===== src/hw/rtl/ovrb_pkg.sv =====
// Package for the overwriting ring with byte lookup.
// Holds the item types, record type, sequencer states and shared constants.
// Depends on nothing.
`default_nettype none

package ovrb_pkg;

	localparam int DEPTH_DEF = 16;
	// Wide enough for 64 records of 65535 bytes plus one more offset.
	localparam int SUM_W = 23;
	localparam logic [SUM_W-1:0] MAX20 = SUM_W'(20'hFFFFF);

	localparam logic [1:0] MODE_APPEND = 2'd0;
	localparam logic [1:0] MODE_FIND   = 2'd1;
	localparam logic [1:0] MODE_LOCATE = 2'd2;

	typedef struct packed {
		logic [1:0]  mode;
		logic [31:0] record_handle;
		logic [15:0] record_length;
		logic [19:0] byte_position;
		logic [3:0]  record_index;
		logic [15:0] offset_in_record;
	} req_t;

	typedef struct packed {
		logic        evicted_valid;
		logic [31:0] evicted_handle;
		logic        hit;
		logic [31:0] found_handle;
		logic [15:0] offset_in_found;
		logic [19:0] absolute_position;
		logic [19:0] stored_bytes;
		logic [4:0]  record_count;
	} rsp_t;

	typedef struct packed {
		logic [31:0] handle;
		logic [15:0] length;
	} rec_t;

	typedef struct packed {
		logic rotate;
		logic push;
		logic load;
	} chain_ctl_t;

	typedef enum logic [1:0] {
		S_IDLE,
		S_EXEC,
		S_WALK,
		S_FINISH
	} state_t;

	function automatic logic [19:0] sat20(input logic [SUM_W-1:0] v);
		logic [19:0] r;
		if (v > MAX20) begin
			r = 20'hFFFFF;
		end else begin
			r = v[19:0];
		end
		return r;
	endfunction

endpackage

`default_nettype wire


===== src/hw/rtl/ovrb_cell.sv =====
// One record cell of the ring chain.
// Uses rec_t from ovrb_pkg.
`default_nettype none

module ovrb_cell
	import ovrb_pkg::*;
(
	input  wire logic clk,
	input  wire logic shift,
	input  wire logic load,
	input  wire rec_t nbr,
	input  wire rec_t new_rec,
	output rec_t      rec
);

	rec_t rec_q;

	// A shift takes the neighbor's record; a load writes the new record in place.
	always_ff @(posedge clk) begin
		if (shift) begin
			rec_q <= nbr;
		end else if (load) begin
			rec_q <= new_rec;
		end
	end

	assign rec = rec_q;

endmodule

`default_nettype wire


===== src/hw/rtl/ovrb_chain.sv =====
// Row of record cells ordered oldest first, with rotate, push and load.
// Uses ovrb_pkg and ovrb_cell.
`default_nettype none

module ovrb_chain
	import ovrb_pkg::*;
#(
	parameter int DEPTH = DEPTH_DEF,
	localparam int IDX_W = (DEPTH > 1) ? $clog2(DEPTH) : 1
) (
	input  wire logic             clk,
	input  wire chain_ctl_t       ctl,
	input  wire logic [IDX_W-1:0] load_idx,
	input  wire rec_t             new_rec,
	output rec_t                  head
);

	rec_t cells [DEPTH];
	rec_t tail_in;

	// Rotating feeds the head back into the tail; pushing enters the new record.
	assign tail_in = ctl.rotate ? cells[0] : new_rec;

	for (genvar i = 0; i < DEPTH; i++) begin : g_cell
		rec_t nbr;
		if (i == DEPTH - 1) begin : g_tail
			assign nbr = tail_in;
		end else begin : g_mid
			assign nbr = cells[i+1];
		end
		ovrb_cell u_cell (
			.clk     (clk),
			.shift   (ctl.rotate | ctl.push),
			.load    (ctl.load && (load_idx == IDX_W'(i))),
			.nbr     (nbr),
			.new_rec (new_rec),
			.rec     (cells[i])
		);
	end

	assign head = cells[0];

endmodule

`default_nettype wire


===== src/hw/rtl/overwriting_ring_with_byte_lookup.sv =====
// Overwriting ring of records with byte-position lookup, top level.
// Sequence per item: an append is accepted, then passes through S_EXEC and S_FINISH;
// the unused mode goes straight to S_FINISH; a lookup runs a walk in S_WALK that
// rotates the cell chain once, one record per cycle, and then enters S_FINISH.
// A new item is accepted only in S_IDLE, after the last result has been registered.
// Reset (arst_n low, asynchronous) empties the ring; cell contents are kept.
`default_nettype none

module overwriting_ring_with_byte_lookup
	import ovrb_pkg::*;
#(
	parameter int DEPTH = DEPTH_DEF
) (
	input  wire logic clk,
	input  wire logic arst_n,
	input  wire logic req_valid,
	output logic      req_ready,
	input  wire req_t req,
	output logic      rsp_valid,
	input  wire logic rsp_ready,
	output rsp_t      rsp
);

	localparam int IDX_W = (DEPTH > 1) ? $clog2(DEPTH) : 1;
	localparam int CNT_W = $clog2(DEPTH + 1);
	localparam logic [IDX_W-1:0] LAST_STEP = IDX_W'(DEPTH - 1);
	localparam logic [CNT_W-1:0] FULL_CNT  = CNT_W'(DEPTH);

	state_t state_q, state_d;

	// Control state.
	logic [CNT_W-1:0] count_q;
	logic [SUM_W-1:0] total_q;
	logic             rsp_valid_q;

	// Latched item and working registers of the current item.
	req_t             req_q;
	logic [IDX_W-1:0] step_q;
	logic [SUM_W-1:0] acc_q;
	logic             hit_q;
	logic [31:0]      fhandle_q;
	logic [15:0]      foff_q;
	logic [19:0]      abs_q;
	logic             evv_q;
	logic [31:0]      evh_q;
	rsp_t             rsp_q;

	chain_ctl_t       ctl;
	rec_t             head;
	rec_t             new_rec;
	logic             ring_full;
	logic             req_fire;
	logic             rsp_load;

	// Walk datapath: the head cell holds the record at index step_q.
	logic [SUM_W-1:0] head_len;
	logic [SUM_W-1:0] acc_next;
	logic [SUM_W-1:0] pos_ext;
	logic [SUM_W-1:0] off_ext;
	logic [SUM_W-1:0] locate_sum;
	logic             step_held;
	logic             step_is_idx;

	assign req_ready = (state_q == S_IDLE);
	assign req_fire  = req_valid && req_ready;
	assign rsp_valid = rsp_valid_q;
	assign rsp       = rsp_q;
	assign rsp_load  = (state_q == S_FINISH) && (!rsp_valid_q || rsp_ready);

	assign ring_full   = (count_q == FULL_CNT);
	assign new_rec     = '{handle: req_q.record_handle, length: req_q.record_length};
	assign head_len    = SUM_W'(head.length);
	assign acc_next    = acc_q + head_len;
	assign pos_ext     = SUM_W'(req_q.byte_position);
	assign off_ext     = SUM_W'(req_q.offset_in_record);
	assign locate_sum  = acc_q + off_ext;
	assign step_held   = (CNT_W'(step_q) < count_q);
	assign step_is_idx = (32'(step_q) == 32'(req_q.record_index));

	ovrb_chain #(
		.DEPTH (DEPTH)
	) u_chain (
		.clk      (clk),
		.ctl      (ctl),
		.load_idx (count_q[IDX_W-1:0]),
		.new_rec  (new_rec),
		.head     (head)
	);

	always_ff @(posedge clk or negedge arst_n) begin
		if (!arst_n) begin
			state_q <= S_IDLE;
		end else begin
			state_q <= state_d;
		end
	end

	// Next state and chain control. An append either fills the next free cell or,
	// when the ring is full, shifts the oldest record out of the head.
	always_comb begin
		state_d    = state_q;
		ctl.rotate = 1'b0;
		ctl.push   = 1'b0;
		ctl.load   = 1'b0;
		unique case (state_q)
			S_IDLE: begin
				if (req_fire) begin
					case (req.mode) inside
						MODE_APPEND:             state_d = S_EXEC;
						MODE_FIND, MODE_LOCATE:  state_d = S_WALK;
						default:                 state_d = S_FINISH;
					endcase
				end
			end
			S_EXEC: begin
				ctl.push = ring_full;
				ctl.load = !ring_full;
				state_d  = S_FINISH;
			end
			S_WALK: begin
				ctl.rotate = 1'b1;
				if (step_q == LAST_STEP) begin
					state_d = S_FINISH;
				end
			end
			S_FINISH: begin
				if (rsp_load) begin
					state_d = S_IDLE;
				end
			end
			default: state_d = S_IDLE;
		endcase
	end

	// Record count, byte total and the output valid flag.
	always_ff @(posedge clk or negedge arst_n) begin
		if (!arst_n) begin
			count_q     <= '0;
			total_q     <= '0;
			rsp_valid_q <= 1'b0;
		end else begin
			if (state_q == S_EXEC) begin
				if (ring_full) begin
					total_q <= total_q - head_len + SUM_W'(req_q.record_length);
				end else begin
					total_q <= total_q + SUM_W'(req_q.record_length);
					count_q <= count_q + CNT_W'(1);
				end
			end
			if (rsp_load) begin
				rsp_valid_q <= 1'b1;
			end else if (rsp_ready) begin
				rsp_valid_q <= 1'b0;
			end
		end
	end

	// Item datapath. The walk always rotates the full chain so that the order of
	// the cells is restored; only indexes below the count take part in a lookup.
	always_ff @(posedge clk) begin
		if (req_fire) begin
			req_q     <= req;
			step_q    <= '0;
			acc_q     <= '0;
			hit_q     <= 1'b0;
			fhandle_q <= '0;
			foff_q    <= '0;
			abs_q     <= '0;
			evv_q     <= 1'b0;
			evh_q     <= '0;
		end
		if (state_q == S_EXEC && ring_full) begin
			evv_q <= 1'b1;
			evh_q <= head.handle;
		end
		if (state_q == S_WALK) begin
			step_q <= step_q + IDX_W'(1);
			acc_q  <= acc_next;
			if (req_q.mode == MODE_FIND) begin
				if (step_held && !hit_q && (pos_ext < acc_next)) begin
					hit_q     <= 1'b1;
					fhandle_q <= head.handle;
					foff_q    <= 16'(pos_ext - acc_q);
				end
			end else begin
				if (step_held && step_is_idx && (off_ext <= head_len)) begin
					hit_q <= 1'b1;
					abs_q <= sat20(locate_sum);
				end
			end
		end
		if (rsp_load) begin
			rsp_q.evicted_valid     <= evv_q;
			rsp_q.evicted_handle    <= evh_q;
			rsp_q.hit               <= hit_q;
			rsp_q.found_handle      <= fhandle_q;
			rsp_q.offset_in_found   <= foff_q;
			rsp_q.absolute_position <= abs_q;
			rsp_q.stored_bytes      <= sat20(total_q);
			rsp_q.record_count      <= (32'(count_q) > 32'd31) ? 5'd31 : 5'(count_q);
		end
	end

endmodule

`default_nettype wire

===== config.mk =====
export PLATFORM = sky130hd
export DESIGN_NAME = overwriting_ring_with_byte_lookup
export DESIGN_NICKNAME = d
export VERILOG_FILES = /design/src/hw/rtl/ovrb_pkg.sv /design/src/hw/rtl/ovrb_cell.sv /design/src/hw/rtl/ovrb_chain.sv /design/src/hw/rtl/overwriting_ring_with_byte_lookup.sv
export SDC_FILE = /design/constraint.sdc
export NUM_CORES = 2
export LEC_CHECK = 0
export CORE_MARGIN = 3
export CORE_UTILIZATION = 57
export CTS_CLUSTER_SIZE = 40
export DETAILED_ROUTE_END_ITERATION = 12
export DONT_BUFFER_PORTS = 1
export GPL_ROUTABILITY_DRIVEN = 0
export PLACE_DENSITY = 0.83
export SYNTH_ARGS = -nofsm -noshare
export SYNTH_HDL_FRONTEND = slang
export SYNTH_SLANG_ARGS = --single-unit

===== constraint.sdc =====
create_clock -name clk -period 16.19 [get_ports clk]
set_clock_uncertainty 0.15 [all_clocks]
set_input_delay 1.619 -clock clk [delete_from_list [all_inputs] [get_ports clk]]
set_output_delay 1.619 -clock clk [all_outputs]
set_load 0.05 [all_outputs]

# After elaboration in Yosys (flattened, before gate mapping)
# Index checks and enable logic that the tools add are counted.
# word_totals
output_inout_bits,129
regBits,1145
input_bits,94
elab_cells,220
# classes
bitwise_logic,2
n_reduce_logical,52
magnitude_cmp,5
add_sub_neg,8
n_eq_ne,27
n_mux,68
# ops
operator,n
$mux 48,33
$mux 32,6
$mux 20,5
$add 23x16->23,4
$mux 23,3
$mux 16,4
$gt 23x20->1 const B,2
$reduce_bool 2->1,19
$eq 4x4->1 const B,9
$logic_and 1x1->1,23
$lt 20x23->1,1
$sub 23x16->23,1
$eq 4x3->1 const B,4
$le 16x16->1,1
$sub 16x16->16,1
$mux 2,5
$mux 1,9
$eq 4x2->1 const B,2
$mux 4,2
$pmux 2 s4,1
$eq 2x1->1 const B,3
$eq 2x2->1 const B,3
$add 5x1->5 const B,1
$eq 5x5->1 const B,1
other kinds (15),19

# Longest topological paths before layout
# depth
depth_word,6
depth_mapped,22
mapped_depth_nobuf,20

# Hierarchy
# A second synthesis with hierarchy kept.
# hier_totals
hier_cells,3345
hier_area_um2,52431.5
# by_module_without_submodules
mod,seq_area_each_um2,area_per_inst_um2,instances,cells_each
ovrb_cell,1441.4,2067.0,16,102
overwriting_ring_with_byte_lookup,10465.0,18619.1,1,1636
ovrb_chain,0.0,740.7,1,77

# Worst setup path before layout
# No wires, ideal clock.
# synth_path
path_kind,flip-flop to flip-flop
start,register state_q[1]
end,"register u_chain.g_cell[0].u_cell.rec_q, in the netlist u_chain.g_cell[0].u_cell.rec[0], enable pin"
period_less_slack_ns,5.593
path_slack_ns,10.597
path_buffers,2
setup_ns,0.526
t_arrival_ns,4.917
required_ns,15.514
stages_incl_launch_ff,7
cell_sequence,dfrtp_1 -> inv_1 -> ha_1 -> clkbuf_1 -> buf_1 -> nand2_1 -> o31ai_1
# synth_between
elab_chain_len,4
word_cells_on_any_way,7
classes_between,eq/ne (2); mux (2); bitwise (1); reduce/logical (2)
# synth_rtl
element,line,text
start: declaration,overwriting_ring_with_byte_lookup.sv:29,"state_t state_q, state_d;"
start signal: assignment,overwriting_ring_with_byte_lookup.sv:94,state_q <= state_d;
$eq 2x2->1 or $eq 2x1->1 (tied branches),overwriting_ring_with_byte_lookup.sv:105,unique case (state_q)
$mux 1 or $mux 2 (tied branches),overwriting_ring_with_byte_lookup.sv:105,
$or 1x1->1 or $logic_and 1x1->1 (tied branches),"ovrb_chain.sv:33, ovrb_chain.sv:34",
$reduce_bool 2->1 (no source line) (*),-,
end signal: assignment,ovrb_cell.sv:21,rec_q <= nbr;
end signal: assignment,ovrb_cell.sv:23,rec_q <= new_rec;
end: declaration,ovrb_cell.sv:16,rec_t rec_q;
# Every way passes the cells marked *; elsewhere a longest branch is shown, timed or not.
# A chain may end at the register's enable or synchronous reset.

# Worst setup path in the final report
# layout_path
start,"register u_chain.g_cell[0].u_cell.rec_q, in the netlist u_chain.g_cell[0].u_cell.rec[0]"
end,register fhandle_q[20]
# layout_between
elab_chain_len,6
# layout_rtl
element,line,text
$add 23x16->23,overwriting_ring_with_byte_lookup.sv:73,assign acc_next = acc_q + head_len;
$lt 20x23->1,overwriting_ring_with_byte_lookup.sv:180,if (step_held && !hit_q && (pos_ext < acc_next)) begin
$logic_and 1x1->1,overwriting_ring_with_byte_lookup.sv:180,
$mux 32,overwriting_ring_with_byte_lookup.sv:180,
$mux 32,overwriting_ring_with_byte_lookup.sv:179,if (req_q.mode == MODE_FIND) begin
$mux 32,overwriting_ring_with_byte_lookup.sv:176,if (state_q == S_WALK) begin
end signal: assignment,overwriting_ring_with_byte_lookup.sv:182,fhandle_q <= head.handle;
end: declaration,overwriting_ring_with_byte_lookup.sv:41,logic [31:0] fhandle_q;
# Every way passes these cells.

==> flow_summary_export.csv <==
group,metric,value,unit
floorplan,die-area,0.0887,mm^2
final_layout,layout_common_cells,"edfxtp_1, a21o_1, inv_1",
placement,port-buffer-count,0,
synth,ys_seq_area_share,69.1,%
final_layout,nets,3572,
clock_tree,ctsHtreeMaxLevel,3,
floorplan,core,0.0840,mm^2
critical_path,cp_common_cell,"o21ai_0",
clock_tree,clock_latency,0.67,ns
synth,ys_ff_latch,1145,
clock_tree,cts_resized,0,
critical_path,cp_slowest_cell,"buf_4",
grt,grt_max_degree,264,
final_layout,multi_input_area,0.0137,mm^2
synth,synth_edf_count,1044,
synth,syn_area_per_cell,14.3,um^2
critical_path,path_class,"flip-flop to flip-flop",
clock_tree,cts_sinks,1145,
routing,top_layer,"met5",
grt,antenna_found_initial,15,
routing,drt_wl_total,106,mm
floorplan,die_y,298,um
critical_path,cp_data_required_time,16.62,ns
clock_tree,cts_hold_buffers,0,
sta,final.period_utilization,32.3,%
clock_tree,clkTransAtPathRegs,0.06,ns
sta,tightestPinTransition,1.22,ns
routing,dr_wl_met3,8.28,mm
grt,grt.overflow.total,0,
routing,drt_pre_antenna_iters,5,
critical_path,crit_arrival,5.66,ns
critical_path,cp-startpoint,"u_chain.g_cell[0].u_cell.rec[0]",
sta,finalHoldViolCount,0,
synth,ys_types,74,
grt,grt_pass1_vias,27204,
flow_run,cap_violations,0,
power,leakage,22.5,nW
critical_path,cp-end-kind,"flip-flop",
synth,netlist_area,0.0485,mm^2
critical_path,critPathMaxStageDelay,0.66,ns
routing,final_antenna_net_count,0,
clock_tree,cts_setup_buffers,0,
routing,drt_iter0_markers,3186,
final_layout,seq_area,0.0335,mm^2
placement,hpwlAfterDp,61.4,mm
min_path,hp-class,"flip-flop to flip-flop",
sta,period_needed,5.23,ns
floorplan,io_pins,223,
final_layout,drive_gt1_share,7.84,%
routing,vias_per_cell,6.15,
clock_tree,cts_buffers,105,
routing,drt-wirelength-per-cell,23.3,um
critical_path,r2r-start,"u_chain.g_cell[0].u_cell.rec[0]",
sta,max_slew_margin,18.2,%
sta,timing.setup.tns,0,ns
placement,dp_slack,11.07,ns
routing,route.met2.wl,50.6,mm
clock_tree,clock_path_buffers,3,
grt,grt_usage,23.5,%
routing,route.detailed.drc,0,
power,vdd_drop_max,0.270,mV
synth,syn_nets,3641,
grt,grt_first_pass_wirelength,162,mm
sta,max_freq,191,MHz
final_layout,area_growth,9.52,%
routing,met1Wirelength,43.4,mm
power,powerDensity,246,mW/mm^2
floorplan,die_x,298,um
min_path,worst_hold_startpoint,"evh_q[9]",
clock_tree,cts_tree,"yes",
sta,slew_violations,0,
status,status,"completed",
sta,grt_setup_unrepaired,"false",
critical_path,path_cells,"ha_1 -> inv_1 -> fa_1 -> nor2b_1 -> o31a_1 -> o21ai_0 -> a21boi_0 -> o21ai_0 -> nand2b_1 -> a21o_1 -> a21o_1 -> xnor2_1 -> ha_1 -> a21oi_1 -> o21ai_0 -> a211oi_1 -> nor3_1 -> o21ba_2 -> a31oi_4 -> buf_4 -> mux2i_1",
floorplan,initial_core_util,57.8,%
synth,synth_warnings,0,
sta,setup_viol,0,
critical_path,crit_path_max_fanout,48,
routing,via_count,28018,
clock_tree,root_buffer,"clkbuf_16",
critical_path,startpoint_type,"flip-flop",
synth,async_reset_ff_share,2.71,%
sta,setup_ws,10.96,ns
synth,netlist_instances,3385,
min_path,holdPathStages,0,
synth,ys.flop_type,"edfxtp_1",
floorplan,rows,106,
critical_path,r2r_cells,21,
final_layout,n_fill_cell,5691,
final_layout,final_common_cell,"edfxtp_1",
[report_power, final]
| group | switching (W) | internal [W] | leakage (nW) |
|---|---|---|---|
| combinational | 0.00292 | 0.00168 | 9.97 |
| clock | 0.00108 | 0.00144 | 1.72 |
| sequential | 0.000813 | 0.00513 | 10.8 |
| total | 0.00481 | 0.00825 | 22.5 |
[per-stage QoR]
step	utilization, %	hold WS (ns)	power, W	cell area, um^2	instances
floorplan	-	0.250	0.00916	48500	3385
global placement	59.1	0.251	0.0103	49600	4343
detailed placement	59.1	0.255	0.0105	49600	4343
CTS	63.3	0.270	0.0131	53100	4541
global route	63.3	0.275	0.0138	53200	4549
finish	63.3	0.268	0.0131	53200	4553
[worst max-delay path: cells and delay by family (launching register included)]
family                   cells  cell delay, ns
flip-flops                   1            0.46
AO/OA/AOI/OAI               11            2.21
buffers and inverters        2            0.74
XOR/XNOR                     1            0.18
adder cells (fa/ha/maj)      3            0.75
AND/OR/NAND/NOR              3            0.28
multiplexers                 1            0.30
[synth_stat cells (16+ instances only)]
| master | instances | area share, % |
|---|---|---|
| a21o_1 | 765 | 12 |
| a21oi_1 | 98 | 1.0 |
| a31oi_1 | 16 | 0.21 |
| and3_1 | 40 | 0.52 |
| clkbuf_1 | 194 | 1.5 |
| dfrtp_1 | 31 | 1.6 |
| dfxtp_1 | 70 | 2.9 |
| edfxtp_1 | 1044 | 65 |
| fa_1 | 20 | 0.82 |
| ha_1 | 142 | 3.7 |
| inv_1 | 163 | 1.3 |
| mux2_2 | 33 | 0.77 |
| mux2i_1 | 50 | 1.0 |
| nand2_1 | 166 | 1.3 |
| nand2b_1 | 18 | 0.23 |
| nand3_1 | 22 | 0.23 |
| nor2_1 | 127 | 0.98 |
| o21ai_0 | 90 | 0.93 |
| xnor2_1 | 50 | 0.90 |
| xor2_1 | 38 | 0.69 |
[final timing paths]
path / endpoint / slack [ns]
setup / recovery: fhandle_q[20] / 10.96
hold / removal: rsp[103] / 0.27
setup reg to reg: fhandle_q[20] / 10.96
hold reg to reg: rsp[103] / 0.27
max in group asynchronous: total_q[4] / 15.30
min in group asynchronous: total_q[0] / 0.50
[registers in the layout, summed over array words and instances (netlist names), 16 cells and up]
| register | flops |
|---|---|
| acc_q | 23 |
| new_rec | 48 |
| off_ext | 16 |
| rsp | 127 |
| u_chain.g_cell.u_cell.rec | 768 |
| abs_q | 20 |
| fhandle_q | 32 |
| foff_q | 16 |
| evh_q | 32 |
| pos_ext | 20 |
| total_q | 23 |
[area by class of cell]
type / instances / area share, %
Clock inverter: 60 / 1.18
Clock buffer: 138 / 5.45
Multi-Input combinational cell: 1862 / 25.9
Antenna cell: 12 / 0.0565
Sequential cell: 1145 / 63.1
Timing Repair Buffer: 37 / 0.546
Tap cell: 1134 / 2.67
Inverter: 165 / 1.17
[layer usage]
layer / up-vias / GRT usage, %
met4: 10 / 8.56
met2: 1295 / 37.9
met1: 14032 / 32.8
met3: 244 / 3.61
li1: 12437 / -
met5: - / 0
[kinds of logic after synthesis]
group,count (synthesis),synth area share (%)
xor gates and xnor gates,88,1.59
DFF,1145,69.1
muxes,84,1.82
and+or+nand+nor,450,4.24
adders and majority gates,162,4.48
AOI/OAI and AO/OA,1078,15.8
buffers and inverters,378,2.98
Note: power is estimated with default switching activity, not from simulation.
